## src/hw/rtl/fcknn_pkg.sv

```systemverilog
// ----------------------------------------------------------------------------
// fcknn_pkg
// Shared constants, codes and types of the code table nearest-entry search.
// ----------------------------------------------------------------------------
`default_nettype none

package fcknn_pkg;

   localparam int MAX_ENTRIES     = 256;
   localparam int MAX_CODE_LENGTH = 512;
   localparam int FRAGMENT_DIM    = 16;
   localparam int MAX_NEIGHBOURS  = 8;

   localparam int ENTRY_W = $clog2(MAX_ENTRIES);
   localparam int CNT_W   = $clog2(MAX_ENTRIES + 1);
   localparam int POS_W   = $clog2(MAX_CODE_LENGTH);
   localparam int LEN_W   = $clog2(MAX_CODE_LENGTH + 1);
   localparam int FRAG_W  = $clog2(FRAGMENT_DIM);
   localparam int LANE_W  = FRAG_W + 1;
   localparam int ROW_W   = MAX_ENTRIES * LANE_W;
   localparam int K_W     = $clog2(MAX_NEIGHBOURS + 1);
   localparam int KIDX_W  = (MAX_NEIGHBOURS > 1) ? $clog2(MAX_NEIGHBOURS) : 1;

   localparam int CSR_ADDR_W = 3;
   localparam int CSR_DATA_W = 32;

   localparam logic REG_CODE_LENGTH = 1'b0;
   localparam logic REG_NEIGHBOURS  = 1'b1;

   typedef enum logic [1:0] {
      KIND_ADD    = 2'd0,
      KIND_REPORT = 2'd1,
      KIND_FULL   = 2'd2
   } kind_type;

   typedef enum logic {
      OP_ADD   = 1'b0,
      OP_QUERY = 1'b1
   } op_type;

   // One classified word from the front end.
   typedef struct packed {
      op_type              op;
      logic                first;
      logic                in_range;
      logic                present;
      logic                last;
      logic [POS_W-1:0]    pos;
      logic [FRAG_W-1:0]   frag;
   } cmd_type;

endpackage

`default_nettype wire

```

## src/hw/rtl/fcknn_queue.sv

```systemverilog
// ----------------------------------------------------------------------------
// fcknn_queue
// Short first-in first-out buffer of classified words between front and back.
// ----------------------------------------------------------------------------
`default_nettype none

module fcknn_queue (
   input  wire logic               clock,
   input  wire logic               reset,
   input  wire logic               push,
   input  wire fcknn_pkg::cmd_type push_cmd,
   output logic                    full,
   output logic                    pop_valid,
   output fcknn_pkg::cmd_type      pop_cmd,
   input  wire logic               pop
);
   import fcknn_pkg::*;

   localparam int DEPTH = 4;
   localparam int PTR_W = $clog2(DEPTH);

   cmd_type          slot_ff [DEPTH];
   logic [PTR_W-1:0] wr_ff, rd_ff;
   logic [PTR_W:0]   count_ff, count_in;

   assign full      = (count_ff == (PTR_W+1)'(DEPTH));
   assign pop_valid = (count_ff != '0);
   assign pop_cmd   = slot_ff[rd_ff];

   always_comb begin
      count_in = count_ff;
      if (push && !(pop && pop_valid)) begin
         count_in = count_ff + (PTR_W+1)'(1);
      end else if (!push && pop && pop_valid) begin
         count_in = count_ff - (PTR_W+1)'(1);
      end
   end

   always_ff @(posedge clock) begin
      if (push) begin
         slot_ff[wr_ff] <= push_cmd;
      end
      if (reset) begin
         wr_ff    <= '0;
         rd_ff    <= '0;
         count_ff <= '0;
      end else begin
         if (push) begin
            wr_ff <= wr_ff + PTR_W'(1);
         end
         if (pop && pop_valid) begin
            rd_ff <= rd_ff + PTR_W'(1);
         end
         count_ff <= count_in;
      end
   end

endmodule

`default_nettype wire

```

## config.mk

```make
export PLATFORM = sky130hd
export DESIGN_NAME = fcknn_queue
export DESIGN_NICKNAME = d
export VERILOG_FILES = /design/src/hw/rtl/fcknn_pkg.sv /design/src/hw/rtl/fcknn_queue.sv
export SDC_FILE = /design/constraint.sdc
export NUM_CORES = 1
export LEC_CHECK = 0
export BUFFER_PORTS_ARGS = -buffer_cell sky130_fd_sc_hd__buf_2
export CAP_MARGIN = 20
export CORE_MARGIN = 3
export CORE_UTILIZATION = 40
export DETAILED_ROUTE_END_ITERATION = 8
export SYNTH_ARGS = -nofsm -noshare
export SYNTH_HDL_FRONTEND = slang
export SYNTH_SLANG_ARGS = --single-unit
```

## constraint.sdc

```tcl
create_clock -name clock -period 2.2 [get_ports clock]
set_clock_uncertainty 0.2 [all_clocks]
set_input_delay 0.11 -clock clock [delete_from_list [all_inputs] [get_ports clock]]
set_output_delay 0.11 -clock clock [all_outputs]
set_load 0.05 [all_outputs]
```

# [After elaboration in Yosys (flattened, before gate mapping)]
# Memories as Yosys holds them, arrays and structs flattened. A register that Yosys moved wholly into a read port is not among the register bits.
# Index checks and enable logic that the tools add are counted.
[word_totals] register_bits=7 n_memories=1 in_bits=22 ram_bits=72
[op_classes] reduce_logical=8 n_mux=6 n_eq_ne=1 addsub=4
[mem_list] memory="slot_ff" words=4 word_bits=18 rd=1 rd_clocked_by_memory_dff=1 write_ports=1 line="fcknn_queue.sv:22" text="cmd_type slot_ff [DEPTH];"
[ops] cell="3-bit two-way mux" n=2
[ops] cell="2-bit by 1-bit adder with 2-bit output (second input constant)" n=2
[ops] cell="1-bit logical AND" n=4
[ops] cell="2-bit two-way mux" n=2
[ops] cell="3-bit by 1-bit adder with 3-bit output (second input constant)" n=1
[ops] cell="3-bit == test (second input constant)" n=1
[ops] cell="3-bit nonzero test" n=1
[ops] cell="3-bit by 1-bit subtractor with 3-bit output (second input constant)" n=1
[ops] cell="1-bit zero test" n=2
[ops] cell="1-bit two-way mux" n=2
[ops] cell="2-bit nonzero test" n=1

# [Longest topological paths before layout]
[logic_depth] ltp_word=5 mapped_depth=6

# [Worst setup path after synthesis]
# OpenSTA, ideal clock, no wires.
[synth_path] path_type="register to register" start="register count_ff[0]" end="register count_ff[1]" stages_incl_launch_ff=6 setup_slack_ns=0.161 period_less_slack_ns=2.039 setup_time_ns=0.074 path_buffers=0 arrival_time_ns=1.765 cell_sequence="dfxtp_1 o31ai_4 nand2_1 fa_1 or3b_1 a31oi_1"
[synth_between] elab_chain_len=5
[synth_lines] item="from (decl)" line="fcknn_queue.sv:24" text="logic [PTR_W:0] count_ff, count_in;"
[synth_lines] item="from (signal assigned)" line="fcknn_queue.sv:54" text="count_ff <= count_in;"
[synth_lines] item="parallel branches: the longest is 4 deep, another holds 3-bit by 1-bit subtractor with 3-bit output"
[synth_lines] item="3-bit two-way mux (*)" line="fcknn_queue.sv:32" text="if (push && !(pop && pop_valid)) begin"
[synth_lines] item="via count_in[1]" line="fcknn_queue.sv:24"
# Mark *: on every way through the listed nets, which the timed path passes. The select of a mux whose other input is x is not followed.
# A chain may end at the register's enable or synchronous reset.

# [Worst setup path after layout]
[layout_path] start="register count_ff[1]" end="register count_ff[1]"
# Same word-level chain as after synthesis.

==> metrics.csv <==
stage;metric;value;unit
status;outcome;finished, final reports clean;
sta;rsz0062_at_grt;false;
sta;finalCritPeriodShare;94.4;%
layout;nFillCells;661;
synthesis;yosysUniqueCellTypes;29;
clock_network;cts_root_buf;clkbuf_8;
clock_network;htree_num_levels;3;
setup_path;worst-endpoint-required;2.27;ns
synthesis;synth-seq-area-share;73.1;%
synthesis;synth.top_cell.area_share;67.5;%
global_routing;first_global_vias;1667;
layout;nNetsFinal;246;
setup_path;critical_path.reg2reg.endpoint;count_ff[1];
synthesis;synth_seq_cells;81;
power_and_ir_drop;power-per-cell-area;1120;nW/µm²
setup_path;crit_arrival;2.15;ns
synthesis;synthTopCellsByCount;72 x edfxtp_1, 17 x mux4_1, 9 x dfxtp_1;
detailed_routing;route.final.wire_length;5.40;mm
setup_path;critPathSlowestCell;fa_1;
setup_path;critPathMaxStageDelay;0.55;ns
setup_path;critical_path.max_fanout;7;
power_and_ir_drop;maximum_vdd_drop;805;µV
placement;placement.io_buffers;41;
clock_network;cts_tree;done;
floorplan;row_count;32;
clock_network;numClockSinks;81;
sta;totalNegativeSetupSlack;0;ns
sta;final_period_minus_worst_setup_slack;2.08;ns
synthesis;async_flop_share;0;%
global_routing;grt_antenna_before_repair;0;
detailed_routing;routed_wire_length_per_instance;16.6;µm
floorplan;start_util;41.3;%
synthesis;post_synthesis_average_cell_area;21.9;µm²
detailed_routing;detailroute.via_count;1607;
min_path;hold_class;input pin to flip-flop;
floorplan;die-height;95.5;µm
min_path;worstHoldStart;pop;
placement;placement.cell_area;3530;µm²
layout;area_growth;22.6;%
setup_path;setup.worst_path.class;flip-flop to flip-flop;
synthesis;post_synth_main_area_contributors;edfxtp_1 67%, mux4_1 14%, dfxtp_1 5.6%;
sta;maxSlewViolCount;0;
layout;antenna_cells;0;
floorplan;die_area;9120;µm²
setup_path;setup.worst_path.end_class;flip-flop;
power_and_ir_drop;static_leakage;1.39;nW
synthesis;synth-edff-count;72;
setup_path;timing.reg2reg.worst_path_depth;5;
layout;layout.cell_area.non_filler;3930;µm²
layout;final_core_util;50.6;%
detailed_routing;avgViaCountPerCell;4.93;
sta;fin_hold_ws;0.0201;ns
sta;fmaxAchievable;481;MHz
detailed_routing;remaining_routing_drc_violations;0;
setup_path;worstReg2RegStart;count_ff[1];
synthesis;mappedNetlistNets;173;
synthesis;yosys_warnings;0;
detailed_routing;number_of_detailed_routing_iterations_run_before_antenna_repair;4;
synthesis;synth_top_area_cell;edfxtp_1;
global_routing;grt_pass1_wl;8.40;mm
synthesis;syn_area;3200;µm²
layout;layout-drive-gt1-share;31.7;%
placement;post_dp_hpwl;3.45;mm
sta;worst_tran_pin_value;0.972;ns
clock_network;clk_transition_reported_paths;0.08;ns
setup_path;critical_path.startpoint_type;flip-flop;
synthesis;netlist_instances;146;
floorplan;boundaryPins;42;
placement;routabilityCongestion;0.756;
synthesis;synth.most_common_cell;edfxtp_1;
clock_network;cts_made_buffers;9;
global_routing;gr-total-overflow;0;
clock_network;cts_max_path_buffers;2;
global_routing;globalRouteTotalUtil;12.9;%
setup_path;crit_chain;o31ai_4 > nand2_1 > fa_1 > or3b_1 > a31oi_1;
sta;slew_headroom;35.2;%
detailed_routing;drc_marker_count_from_the_first_detailed_route_iteration;61;
min_path;worstHoldPathCells;4;
detailed_routing;final_antenna_net_count;0;
min_path;worstHoldEndpoint;count_ff[1];
job;cap_viol_max_count;0;
setup_path;r2r_setup_slack;0.12;ns
sta;setup-violations-final;0;
synthesis;postSynth.topFlopCell;edfxtp_1;
sta;timing_hold_violations_final;0;
floorplan;die_x;95.5;µm
global_routing;grt_max_degree;19;
clock_network;clkLatencyLatePin;0.34;ns
clock_network;post_cts_buffers;0;
floorplan;design.core.area;7770;µm²
worst max path at each step:
stage | from | to | slack (ns) | depth (start not counted)
2_1_floorplan | count_ff[0] | count_ff[1] | 0.16 | 5
3_5_place_dp | count_ff[1] | count_ff[2] | 0.08 | 6
6_report | count_ff[1] | count_ff[1] | 0.12 | 5
5_1_grt | count_ff[1] | count_ff[1] | 0.02 | 5
3_3_place_gp | count_ff[1] | count_ff[1] | 0.22 | 5
4_1_cts | count_ff[1] | count_ff[2] | 0.05 | 6
critical path, delay by kind of cell, from the launching register on:
kind,cells,cell delay (ns)
AOI/OAI and AO/OA,2,0.40
DFF,1,0.38
adders and majority gates,1,0.55
and+or+nand+nor,2,0.47
per-layer routing:
metal  vias to the layer above  GRT usage, %  wire length, µm
li1                        749             -                -
met1                       811          14.7             2230
met2                        34          21.6             2790
met3                        13          4.10              257
met4                         0          7.11              122
met5                         -             0                0
layout by cell type, fill, tap and decap left out, types with 2 or more instances in the layout:
master	n
buf_4	7
inv_1	2
nand2_1	2
clkbuf_8	9
buf_2	41
dlygate4sd3_1	20
clkinvlp_4	3
edfxtp_1	72
and2_1	5
xor2_1	2
mux4_1	17
dfxtp_1	8
xnor2_1	3
nor2_1	7
ha_1	4
nor3b_1	2
cell families (layout without fill, tap and decap cells):
| family | Yosys count | count (layout) | synth area share (%) |
|---|---|---|---|
| flops | 81 | 81 | 73.1 |
| simple gates | 20 | 20 | 3.63 |
| mux | 19 | 19 | 15.0 |
| compound gates | 8 | 8 | 2.58 |
| buf+inv | 8 | 86 | 2.19 |
| fa+ha+maj | 5 | 5 | 2.19 |
| xor+xnor | 5 | 5 | 1.37 |
timing repair:
item / 4_1_cts / 5_1_grt
hold endpoints to repair: 81 / 0
hold buffers: 20 / 0
setup endpoints to repair: 0 / 2
resized for setup: 0 / 2
sequential cells by signal (all words and copies together), names as in the netlist, named ones only:
signal    cells
count_ff      3
rd_ff         2
slot_ff      72
wr_ff         2
layout make-up:
type | instances | area (µm²) | share of cell area, %
Inverter | 2 | 7.51 | 0.191
Clock inverter | 6 | 66.3 | 1.69
Tap cell | 102 | 128 | 3.25
Multi-Input combinational cell | 57 | 797 | 20.3
Clock buffer | 10 | 128 | 3.25
Timing Repair Buffer | 68 | 458 | 11.7
Sequential cell | 81 | 2340 | 59.7
power by group:
group	switching, W	internal (W)	total (W)
clock	0.000528	0.000526	0.00105
sequential	0.0000803	0.00180	0.00188
combinational	0.000938	0.000537	0.00147
total	0.00155	0.00286	0.00441
stage by stage:
stage	power [W]	cells	setup slack, ns
finish	0.00441	326	0.123
global route	0.00459	326	0.0156
CTS	0.00445	326	0.0541
detailed placement	0.00337	290	0.0826
global placement	0.00331	290	0.219
floorplan	0.00307	146	0.161
Power figures use the tool's default switching activity.
