`src/hw/rtl/fcknn_pkg.sv`:
```
// ----------------------------------------------------------------------------
// fcknn_pkg
// Shared constants, codes and types of the code table nearest-entry search.
// ----------------------------------------------------------------------------
`default_nettype none

package fcknn_pkg;

   localparam int MAX_ENTRIES     = 256;
   localparam int MAX_CODE_LENGTH = 512;
   localparam int FRAGMENT_DIM    = 16;
   localparam int MAX_NEIGHBOURS  = 8;

   localparam int ENTRY_W = $clog2(MAX_ENTRIES);
   localparam int CNT_W   = $clog2(MAX_ENTRIES + 1);
   localparam int POS_W   = $clog2(MAX_CODE_LENGTH);
   localparam int LEN_W   = $clog2(MAX_CODE_LENGTH + 1);
   localparam int FRAG_W  = $clog2(FRAGMENT_DIM);
   localparam int LANE_W  = FRAG_W + 1;
   localparam int ROW_W   = MAX_ENTRIES * LANE_W;
   localparam int K_W     = $clog2(MAX_NEIGHBOURS + 1);
   localparam int KIDX_W  = (MAX_NEIGHBOURS > 1) ? $clog2(MAX_NEIGHBOURS) : 1;

   localparam int CSR_ADDR_W = 3;
   localparam int CSR_DATA_W = 32;

   localparam logic REG_CODE_LENGTH = 1'b0;
   localparam logic REG_NEIGHBOURS  = 1'b1;

   typedef enum logic [1:0] {
      KIND_ADD    = 2'd0,
      KIND_REPORT = 2'd1,
      KIND_FULL   = 2'd2
   } kind_type;

   typedef enum logic {
      OP_ADD   = 1'b0,
      OP_QUERY = 1'b1
   } op_type;

   // One classified word from the front end.
   typedef struct packed {
      op_type              op;
      logic                first;
      logic                in_range;
      logic                present;
      logic                last;
      logic [POS_W-1:0]    pos;
      logic [FRAG_W-1:0]   frag;
   } cmd_type;

endpackage

`default_nettype wire

```
`src/hw/rtl/fcknn_front.sv`:
```
// ----------------------------------------------------------------------------
// fcknn_front
// Accepts fragment words, tracks the position in the code and classifies them.
// ----------------------------------------------------------------------------
`default_nettype none

module fcknn_front (
   input  wire logic                        clock,
   input  wire logic                        reset,
   input  wire logic [fcknn_pkg::LEN_W-1:0] eff_len,
   input  wire logic                        req_valid,
   output logic                             req_stall,
   input  wire logic                        req_func,
   input  wire logic signed [4:0]           req_fragment,
   input  wire logic                        req_last,
   output logic                             push,
   output fcknn_pkg::cmd_type               push_cmd,
   input  wire logic                        queue_full
);
   import fcknn_pkg::*;

   logic [LEN_W-1:0] pos_ff, pos_in;
   op_type           op_ff, op_in;
   logic             first;

   assign req_stall = queue_full;
   assign push      = req_valid && !queue_full;
   assign first     = (pos_ff == '0);

   always_comb begin
      push_cmd.op       = first ? op_type'(req_func) : op_ff;
      push_cmd.first    = first;
      push_cmd.in_range = (pos_ff < eff_len);
      push_cmd.present  = (req_fragment >= 0) && (int'(req_fragment) < FRAGMENT_DIM);
      push_cmd.last     = req_last;
      push_cmd.pos      = pos_ff[POS_W-1:0];
      push_cmd.frag     = req_fragment[FRAG_W-1:0];
   end

   always_comb begin
      pos_in = pos_ff;
      op_in  = op_ff;
      if (push) begin
         op_in = push_cmd.op;
         if (req_last) begin
            pos_in = '0;
         end else if (pos_ff < LEN_W'(MAX_CODE_LENGTH)) begin
            pos_in = pos_ff + LEN_W'(1);
         end
      end
   end

   always_ff @(posedge clock) begin
      if (reset) begin
         pos_ff <= '0;
         op_ff  <= OP_ADD;
      end else begin
         pos_ff <= pos_in;
         op_ff  <= op_in;
      end
   end

endmodule

`default_nettype wire

```
`config.mk`:
```
export PLATFORM = sky130hd
export DESIGN_NAME = fcknn_front
export DESIGN_NICKNAME = d
export VERILOG_FILES = /design/src/hw/rtl/fcknn_pkg.sv /design/src/hw/rtl/fcknn_front.sv
export SDC_FILE = /design/constraint.sdc
export NUM_CORES = 1
export LEC_CHECK = 0
export ABC_AREA = 1
export BUFFER_PORTS_ARGS = -buffer_cell sky130_fd_sc_hd__buf_2
export CAP_MARGIN = 40
export CORE_MARGIN = 5
export CORE_UTILIZATION = 43
export CTS_CLUSTER_DIAMETER = 30
export DETAILED_ROUTE_END_ITERATION = 7
export PLACE_DENSITY = 0.81
export SYNTH_ARGS = -nofsm -noshare
export SYNTH_HDL_FRONTEND = slang
export SYNTH_SLANG_ARGS = --single-unit
```
`constraint.sdc`:
```
create_clock -name clock -period 1.1 [get_ports clock]
set_input_delay 0 -clock clock [delete_from_list [all_inputs] [get_ports clock]]
set_output_delay 0 -clock clock [all_outputs]
set_load 0.1 [all_outputs]
```
**Yosys cells after proc, flatten, opt, wreduce, memory -nomap -nowiden**

Index checks and enable logic that the tools add are counted.
W data, S select, Z words.

- Bits in registers: 11
- Bits of input ports: 21
- Output and inout bits: 20
- Logic and storage cells: 16

- Add/subtract/negate cells: 1
- Magnitude comparators: 4
- Mux-type cells: 3
- Reductions and logical operators: 6

Operator list:

| cell | number |
|---|---|
| $mux W10 | 2 |
| $add A10 B1 Y10 const B | 1 |
| $logic_not A10 Y1 | 1 |
| $lt A10 B10 Y1 | 1 |
| $lt A10 B10 Y1 const B | 1 |
| $lt A5 B6 Y1 const B | 1 |
| $ge A5 B1 Y1 const B | 1 |
| $logic_and A1 B1 Y1 | 2 |
| $reduce_and A2 Y1 | 1 |
| $reduce_bool A2 Y1 | 1 |
| $logic_not A1 Y1 | 1 |
| $mux W1 | 1 |

**Longest topological paths before layout**

Gate-level depths: netlist (run 1).

- Word-level depth: 3
- Mapped depth: 8
- Gate-level depth less buffers: 8

**Worst setup path after synthesis (run 1)**

Ideal clock, no wire load.

- Path type: register to output
- From: register pos_ff[3]
- To: output push_cmd[15] (netlist bit)
- Arrival time: 2.284 ns
- Required time: 1.100 ns
- Slack: -1.184 ns
- Cell stages (with the launch flop): 6
- Buffers on the path: 0
- Cell sequence: dfxtp_1 > ha_1 > a21oi_1 > o21ai_0 > a21o_1 > nor2_1

RTL lines:

| element | RTL line | text |
|---|---|---|
| start: declaration | fcknn_front.sv:22 | `logic [LEN_W-1:0] pos_ff, pos_in;` |
| start signal: assignment | fcknn_front.sv:58 | `pos_ff <= pos_in;` |
| end: declaration | fcknn_front.sv:17 | `output fcknn_pkg::cmd_type push_cmd,` |

==> impl_metrics.json, run 1 <==
{
  "cts-root-buf": "clkbuf_4",
  "finClkSkew_ps": 2.13,
  "seq_area_frac_synth_pct": 22.5,
  "fin_ws_ps": -525,
  "drc_errors": 0,
  "die-area_mm2": 0.00333,
  "min_period_ps": 1630,
  "drv_slew": 0,
  "cts_max_level": 1,
  "critPathArrivalTime_ps": 1630,
  "multi_input_area_um2": 883,
  "synth_compound_area_share_pct": 12.0,
  "yosysTopAreaCellShare_pct": 22.5,
  "syn_inst": 142,
  "path_class": "flip-flop to output pin",
  "wire_per_inst_um": 20.4,
  "cp-start-kind": "flip-flop",
  "whs_path_depth": 0,
  "path_max_fanout": 2,
  "gp_congestion": 0.912,
  "fin_nets": 222,
  "relSlewSlack_pct": 67.5,
  "cts_buffer_depth": 2,
  "p_leak_uw": 0.000884,
  "ant_nets": 0,
  "status": "complete, but fails checks",
  "muxShareOfSynthArea_pct": 0,
  "die_w_um": 57.7,
  "hold_viol_final": 0,
  "synth_most_common_cell": "inv_1",
  "first_pass_iters": 4,
  "synth_area_leaders": "dfxtp_1, ha_1, buf_4",
  "area_growth_pct": 92.0,
  "synth_xor_area_share_pct": 0,
  "clk_pin_slew_ps": 80,
  "hpwl_um": 2130,
  "synth_adder_area_share_pct": 14.0,
  "synth_top_family_by_area": "simple AND/OR/NAND/NOR gates",
  "power_density_mw_per_mm2": 577,
  "holdCritPathClass": "primary input to output pin",
  "syn_area_um2": 980,
  "routed_wl_um": 4420,
  "antenna_found_initial": 0,
  "syn_nets": 174,
  "drive_gt1_share_pct": 69.8,
  "yosys.area_share.simple_pct": 29.6,
  "fillers": 116,
  "die_y_um": 57.7,
  "portBuffers": 32,
  "insertion_delay_ps": 300,
  "synth_top_area_cell": "dfxtp_1",
  "grt_use_total_pct": 21.6,
  "grt_first_pass_wirelength_um": 5550,
  "p_total_uw": 1090,
  "cp-end-kind": "output pin",
  "synth-async-reset-ratio_pct": 0,
  "n_antenna_cell": 0,
  "drtIter0Drc": 51,
  "synth_area_per_cell_um2": 6.90,
  "timing.max_cap.violations": 0,
  "seq_area_um2": 244,
  "synth_edf_count": 0,
  "synth-warning-count": 0,
  "tightest_slew_ps": 491,
  "numCtsBuffers": 3,
  "rr_worst_depth": 8,
  "design_area_mm2": 0.00188,
  "vias_per_cell": 5.65,
  "yosys_register_bits": 11,
  "core-area_mm2": 0.00219,
  "vias": 1226,
  "cts.sink_count": 11,
  "irDropWorstVdd_v": 0.000699,
  "grt_max_degree": 8,
  "placed_cell_area_mm2": 0.00147,
  "cts_tree": "built",
  "ioPinCount": 41,
  "r2r_setup_slack_ps": -240,
  "ys.flop_type": "dfxtp_1",
  "synth_common_cells": "inv_1, nand2_1, buf_4, nor2_1, a21oi_1",
  "first_global_vias": 1199,
  "rows": 17,
  "fmax_mhz": 615,
  "setup_viol": 16,
  "rsz0062_at_grt": "true",
  "finalCritPeriodShare_pct": 148,
  "failed_checks": "setup timing",
  "crit_required_ps": 1100,
  "synth_cell_types": 21,
  "initial_core_util_pct": 44.7,
  "grt_overflow_total": 0
}
## report_power, final
group	leakage, uW	internal (uW)	switching (uW)
logic	0.000775	125	246
registers	0.0000949	391	5.01
clock network	0.0000150	142	178
total	0.000884	657	428
## worst paths after layout
check,start,endpoint
worst min register to register,pos_ff[0]$_SDFFE_PP0P_,pos_ff[0]$_SDFFE_PP0P_
worst max register to register,pos_ff[0]$_SDFFE_PP0P_,pos_ff[8]$_SDFFE_PP0P_
worst max-delay path,pos_ff[3]$_SDFFE_PP0P_,push_cmd[15]
worst min-delay path,req_fragment[3],push_cmd[3]
## sequential cells by signal, indices dropped and copies added, names as in the netlist
| register | cells |
|---|---|
| pos_ff | 10 |
| op_ff | 1 |
## metrics by stage
stage / utilization [%] / setup slack [ps] / instances / setup TNS [ps] / hold WS (ps)
after global routing: 85.8 / -580 / 217 / -3660 / 0.168
after floorplan: - / -328 / 142 / -419 / 61.7
after global placement: 66.9 / -212 / 203 / -1080 / 0.681
final: 85.8 / -525 / 217 / -2980 / 0.0386
after detailed placement: 66.9 / -255 / 203 / -1550 / 0.681
after CTS: 76.0 / -450 / 212 / -1620 / 0.681
## critical path: stages, from the launching register on
cell	delay, ps
dfxtp_4	360
ha_4	220
a21oi_2	170
o21ai_2	80
a21o_1	180
nor2_4	130
buf_12	180
## logic make-up (layout without fill, tap and decap cells)
kind of cell               count (synthesis)  after routing
AOI/OAI and AO/OA                         21             21
buffers and inverters                     41             87
adders and majority gates                 11             11
and+or+nand+nor                           58             59
DFF                                       11             11
## layer usage
layer | wire length, um | GRT usage [%] | vias up
met2 | 2320 | 40.5 | 80
li1 | - | - | 544
met5 | 0 | 0 | -
met1 | 1620 | 21.6 | 583
met3 | 281 | 5.35 | 19
met4 | 192 | 11.3 | 0
## cells in the final DEF (no fill, tap or decap), types with 5 or more instances in the layout
cell     netlist  final
ha_4           0      5
nand2_2        2      7
buf_4         16     11
dfxtp_4        0      5
nor2_4         3     14
buf_6          0     14
ha_1          11      5
nor2_1        16      5
nand2_1       20     11
buf_2          0     20
inv_1         24     22
buf_12         0     12
a21oi_2        0      9
nand3_2        0      5
## cell type report
type	count	area share (%)
Timing Repair Buffer	58	31.4
Tap cell	28	1.86
Inverter	25	5.39
Sequential cell	11	13.0
Multi-Input combinational cell	91	47.0
Clock buffer	4	1.40
## timing repair
action                                  4_1_cts  5_1_grt
hold buffers                                  1        0
hold endpoints to repair                      2        0
setup buffers                                 3        7
pin swaps                                    15       26
cloned                                        1        0
endpoints found under the setup margin       15       17
resized for setup                            36       49
Note: power is estimated with default switching activity, not from simulation.
==> run 2: changes to the inputs <==
--- a/config.mk
+++ b/config.mk
@@ -6,13 +6,13 @@
 export NUM_CORES = 1
 export LEC_CHECK = 0
 export ABC_AREA = 1
-export BUFFER_PORTS_ARGS = -buffer_cell sky130_fd_sc_hd__buf_2
 export CAP_MARGIN = 40
 export CORE_MARGIN = 5
-export CORE_UTILIZATION = 43
+export CORE_UTILIZATION = 54
 export CTS_CLUSTER_DIAMETER = 30
 export DETAILED_ROUTE_END_ITERATION = 7
-export PLACE_DENSITY = 0.81
+export DONT_BUFFER_PORTS = 1
+export PLACE_DENSITY = 0.77
 export SYNTH_ARGS = -nofsm -noshare
 export SYNTH_HDL_FRONTEND = slang
 export SYNTH_SLANG_ARGS = --single-unit
==> impl_metrics.json, run 2 <==
{
  "error_line": "[ERROR DPL-0038] Utilization greater than 100%, impossible to legalize",
  "cts_max_level": 1,
  "initial_core_util_pct": 56.7,
  "rows": 15,
  "synth_compound_area_share_pct": 12.0,
  "yosys.area_share.simple_pct": 29.6,
  "syn_area_um2": 980,
  "numCtsBuffers": 3,
  "synth_top_family_by_area": "simple AND/OR/NAND/NOR gates",
  "synth_common_cells": "inv_1, nand2_1, buf_4, nor2_1, a21oi_1",
  "die_y_um": 52.6,
  "synth_top_area_cell": "dfxtp_1",
  "synth_edf_count": 0,
  "synth-warning-count": 0,
  "cts.sink_count": 11,
  "grt_max_degree": 7,
  "syn_inst": 142,
  "synth_xor_area_share_pct": 0,
  "portBuffers": 0,
  "gp_congestion": 0.762,
  "die_w_um": 52.6,
  "synth-async-reset-ratio_pct": 0,
  "hpwl_um": 2010,
  "lastStage": "5_1_grt",
  "placed_cells": 181,
  "seq_area_frac_synth_pct": 22.5,
  "synth_most_common_cell": "inv_1",
  "status": "aborted with a tool error",
  "synth_adder_area_share_pct": 14.0,
  "cts-root-buf": "clkbuf_4",
  "grt_repair_worst_endpoint": "push_cmd[15]",
  "post-place-ws_ps": -291,
  "synth_area_per_cell_um2": 6.90,
  "yosysTopAreaCellShare_pct": 22.5,
  "cts_buffer_depth": 2,
  "ys.flop_type": "dfxtp_1",
  "worst_endpoint_kind": "output port",
  "synth_cell_types": 21,
  "synth_area_leaders": "dfxtp_1, ha_1, buf_4",
  "syn_nets": 174,
  "yosys_register_bits": 11,
  "muxShareOfSynthArea_pct": 0,
  "ioPinCount": 41
}
## run 2: through the flow
step	util [%]	instance area [um^2]	hold WS, ps	setup TNS, ps
3_3_place_gp	71.4	1230	1.18	-1070
3_5_place_dp	71.4	1230	1.18	-1520
4_1_cts	91.2	1580	1.18	-1930
2_1_floorplan	-	1080	61.7	-419
## run 2: cells by family after synthesis
group / Yosys count
AOI/OAI and AO/OA: 21
DFF: 11
adders and majority gates: 11
and+or+nand+nor: 58
buffers and inverters: 41
## run 2: timing repair
item	CTS
pin swaps	30
endpoints found under the hold margin	6
gates resized for setup	54
hold buffers	5
cloned	1
setup endpoints to repair	15
buffers inserted	6
==> run 3: changes to the inputs <==
--- a/config.mk
+++ b/config.mk
@@ -7,12 +7,11 @@
 export LEC_CHECK = 0
 export ABC_AREA = 1
 export CAP_MARGIN = 40
-export CORE_MARGIN = 5
-export CORE_UTILIZATION = 54
-export CTS_CLUSTER_DIAMETER = 30
+export CORE_AREA = 5 5 66 68
 export DETAILED_ROUTE_END_ITERATION = 7
+export DIE_AREA = 0 0 71 73
 export DONT_BUFFER_PORTS = 1
-export PLACE_DENSITY = 0.77
+export PLACE_DENSITY_LB_ADDON = 0.15
 export SYNTH_ARGS = -nofsm -noshare
 export SYNTH_HDL_FRONTEND = slang
 export SYNTH_SLANG_ARGS = --single-unit
==> constraint.sdc (replaced) <==
create_clock -name clock -period 1.4 [get_ports clock]
set_input_delay 0 -clock clock [delete_from_list [all_inputs] [get_ports clock]]
set_output_delay 0 -clock clock [all_outputs]
set_load 0.1 [all_outputs]
==> impl_metrics.json, run 3 (synthesis results as in run 1) <==
{
  "status": "complete, but fails checks",
  "failed_checks": "setup timing",
  "gp_congestion": 0.704,
  "cts_tree": "built",
  "fin_nets": 194,
  "rsz0062_at_grt": "true",
  "drive_gt1_share_pct": 46.6,
  "timing.rr.start": "pos_ff[5]$_SDFFE_PP0P_",
  "crit_start": "pos_ff[9]$_SDFFE_PP0P_",
  "r2r_setup_slack_ps": 70,
  "rows": 23,
  "fmax_mhz": 673,
  "clk_pin_slew_ps": 50,
  "final_common_cell": "buf_4",
  "die_w_um": 71,
  "numCtsBuffers": 3,
  "path_cells": "ha_4, a21oi_1, o21ai_1, a21o_1, nor2_4, buf_12",
  "crit_required_ps": 1400,
  "cts-root-buf": "clkbuf_8",
  "die_y_um": 73,
  "first_global_vias": 942,
  "grt_max_degree": 11,
  "drc_errors": 0,
  "fillers": 419,
  "antenna_found_initial": 0,
  "hold_viol_final": 0,
  "vias": 921,
  "portBuffers": 0,
  "whs_path_depth": 0,
  "die-area_mm2": 0.00518,
  "regMostFlops": "pos_ff",
  "rr_worst_depth": 10,
  "cpPeakStageDelay_ps": 370,
  "power_density_mw_per_mm2": 587,
  "cp.depth": 6,
  "drv_slew": 0,
  "multi_input_area_um2": 712,
  "seq_area_um2": 240,
  "p_total_uw": 841,
  "hpwl_um": 1940,
  "setup_viol": 1,
  "hold_start": "req_fragment[2]",
  "n_antenna_cell": 0,
  "final_cell_mix": "buf_4, inv_1, nand2_1",
  "fin_ws_ps": -86.6,
  "grt_overflow_total": 0,
  "cp-start-kind": "flip-flop",
  "cts_buffer_depth": 2,
  "finClkSkew_ps": 1.60,
  "ant_nets": 0,
  "reg_top3": "pos_ff: 10 flops, op_ff: 1 flops",
  "path_max_fanout": 3,
  "tns_ps": -86.6,
  "holdCritPathClass": "primary input to output pin",
  "drtIter0Drc": 16,
  "largest_reg_flops": 10,
  "timing.max_cap.violations": 0,
  "p_leak_uw": 0.000669,
  "first_pass_iters": 4,
  "routed_wl_um": 2410,
  "wire_per_inst_um": 11.4,
  "finalCritPeriodShare_pct": 106,
  "tightest_slew_ps": 277,
  "irDropWorstVdd_v": 0.000562,
  "path_class": "flip-flop to output pin",
  "critPathArrivalTime_ps": 1490,
  "rr_endpoint": "op_ff$_SDFFE_PP0P_",
  "fin_util_pct": 37.7,
  "cp-endpoint": "push_cmd[15]",
  "cp_slowest_cell": "dfxtp_2",
  "cts_max_level": 1,
  "cpLargestDelayFamily": "compound AO/OA/AOI/OAI gates",
  "insertion_delay_ps": 240,
  "crit_buf_inv": 1,
  "cts.sink_count": 11,
  "core-area_mm2": 0.00380,
  "grt_use_total_pct": 10.0,
  "area_growth_pct": 46.1,
  "ioPinCount": 41,
  "vias_per_cell": 4.36,
  "grt_first_pass_wirelength_um": 4150,
  "min_period_ps": 1490,
  "initial_core_util_pct": 25.8,
  "relSlewSlack_pct": 81.5,
  "cp-end-kind": "output pin"
}
## run 3: repair_timing
action / CTS / global route
hold endpoints to repair: 4 / 0
setup endpoints to repair: 3 / 4
buffers inserted: 7 / 2
hold buffers: 3 / 0
pin swaps: 16 / 3
gates resized for setup: 21 / 16
## run 3: how the worst min path moves through the flow
stage	endpoint	slack, ps
after detailed placement	push_cmd[0]	0.7
after CTS	push_cmd[0]	0.7
after global placement	push_cmd[0]	0.7
after floorplan	pos_ff[0]$_SDFFE_PP0P_	70
after global routing	push_cmd[2]	0.2
final	push_cmd[2]	0.04
## run 3: area by class of cell
| class | instances | share of cell area (%) |
|---|---|---|
| timing repair buffer | 31 | 19.4 |
| inverter | 25 | 6.56 |
| sequential | 11 | 16.8 |
| multi-input combinational | 90 | 49.7 |
| clock buffer | 4 | 3.15 |
| tap | 50 | 4.37 |
## run 3: per-stage QoR
step | instance area, um^2 | std cells | setup slack (ps) | hold WS (ps)
2_1_floorplan | 1040 | 142 | -50.9 | 69.1
3_3_place_gp | 1150 | 195 | 51.2 | 0.739
3_5_place_dp | 1150 | 195 | 9.42 | 0.739
4_1_cts | 1360 | 209 | -87.6 | 0.739
5_1_grt | 1430 | 211 | -146 | 0.189
6_report | 1430 | 211 | -86.6 | 0.0439
## run 3: power breakdown
group          switching, uW  leakage, uW  internal (uW)
registers               3.67    0.0000948            311
clock network            127    0.0000228            201
logic                    130     0.000551           68.0
## run 3: per-layer routing
metal  GRT usage [%]  vias up  wire (um)
met4            2.09        0         14
met5               0        -          0
met3            4.55        4        175
li1                -      479          -
met1            11.4      414       1010
met2            17.4       24       1210
## run 3: worst register-to-register path: stages, from the launching register on
cell and delay [ps]:
dfxtp_4 350, buf_4 140, nor2_4 130, nand3_4 100
nor2_4 100, nand2_2 60, buf_4 130, buf_4 120
nand3_1 70, nand2_1 50, inv_1 40
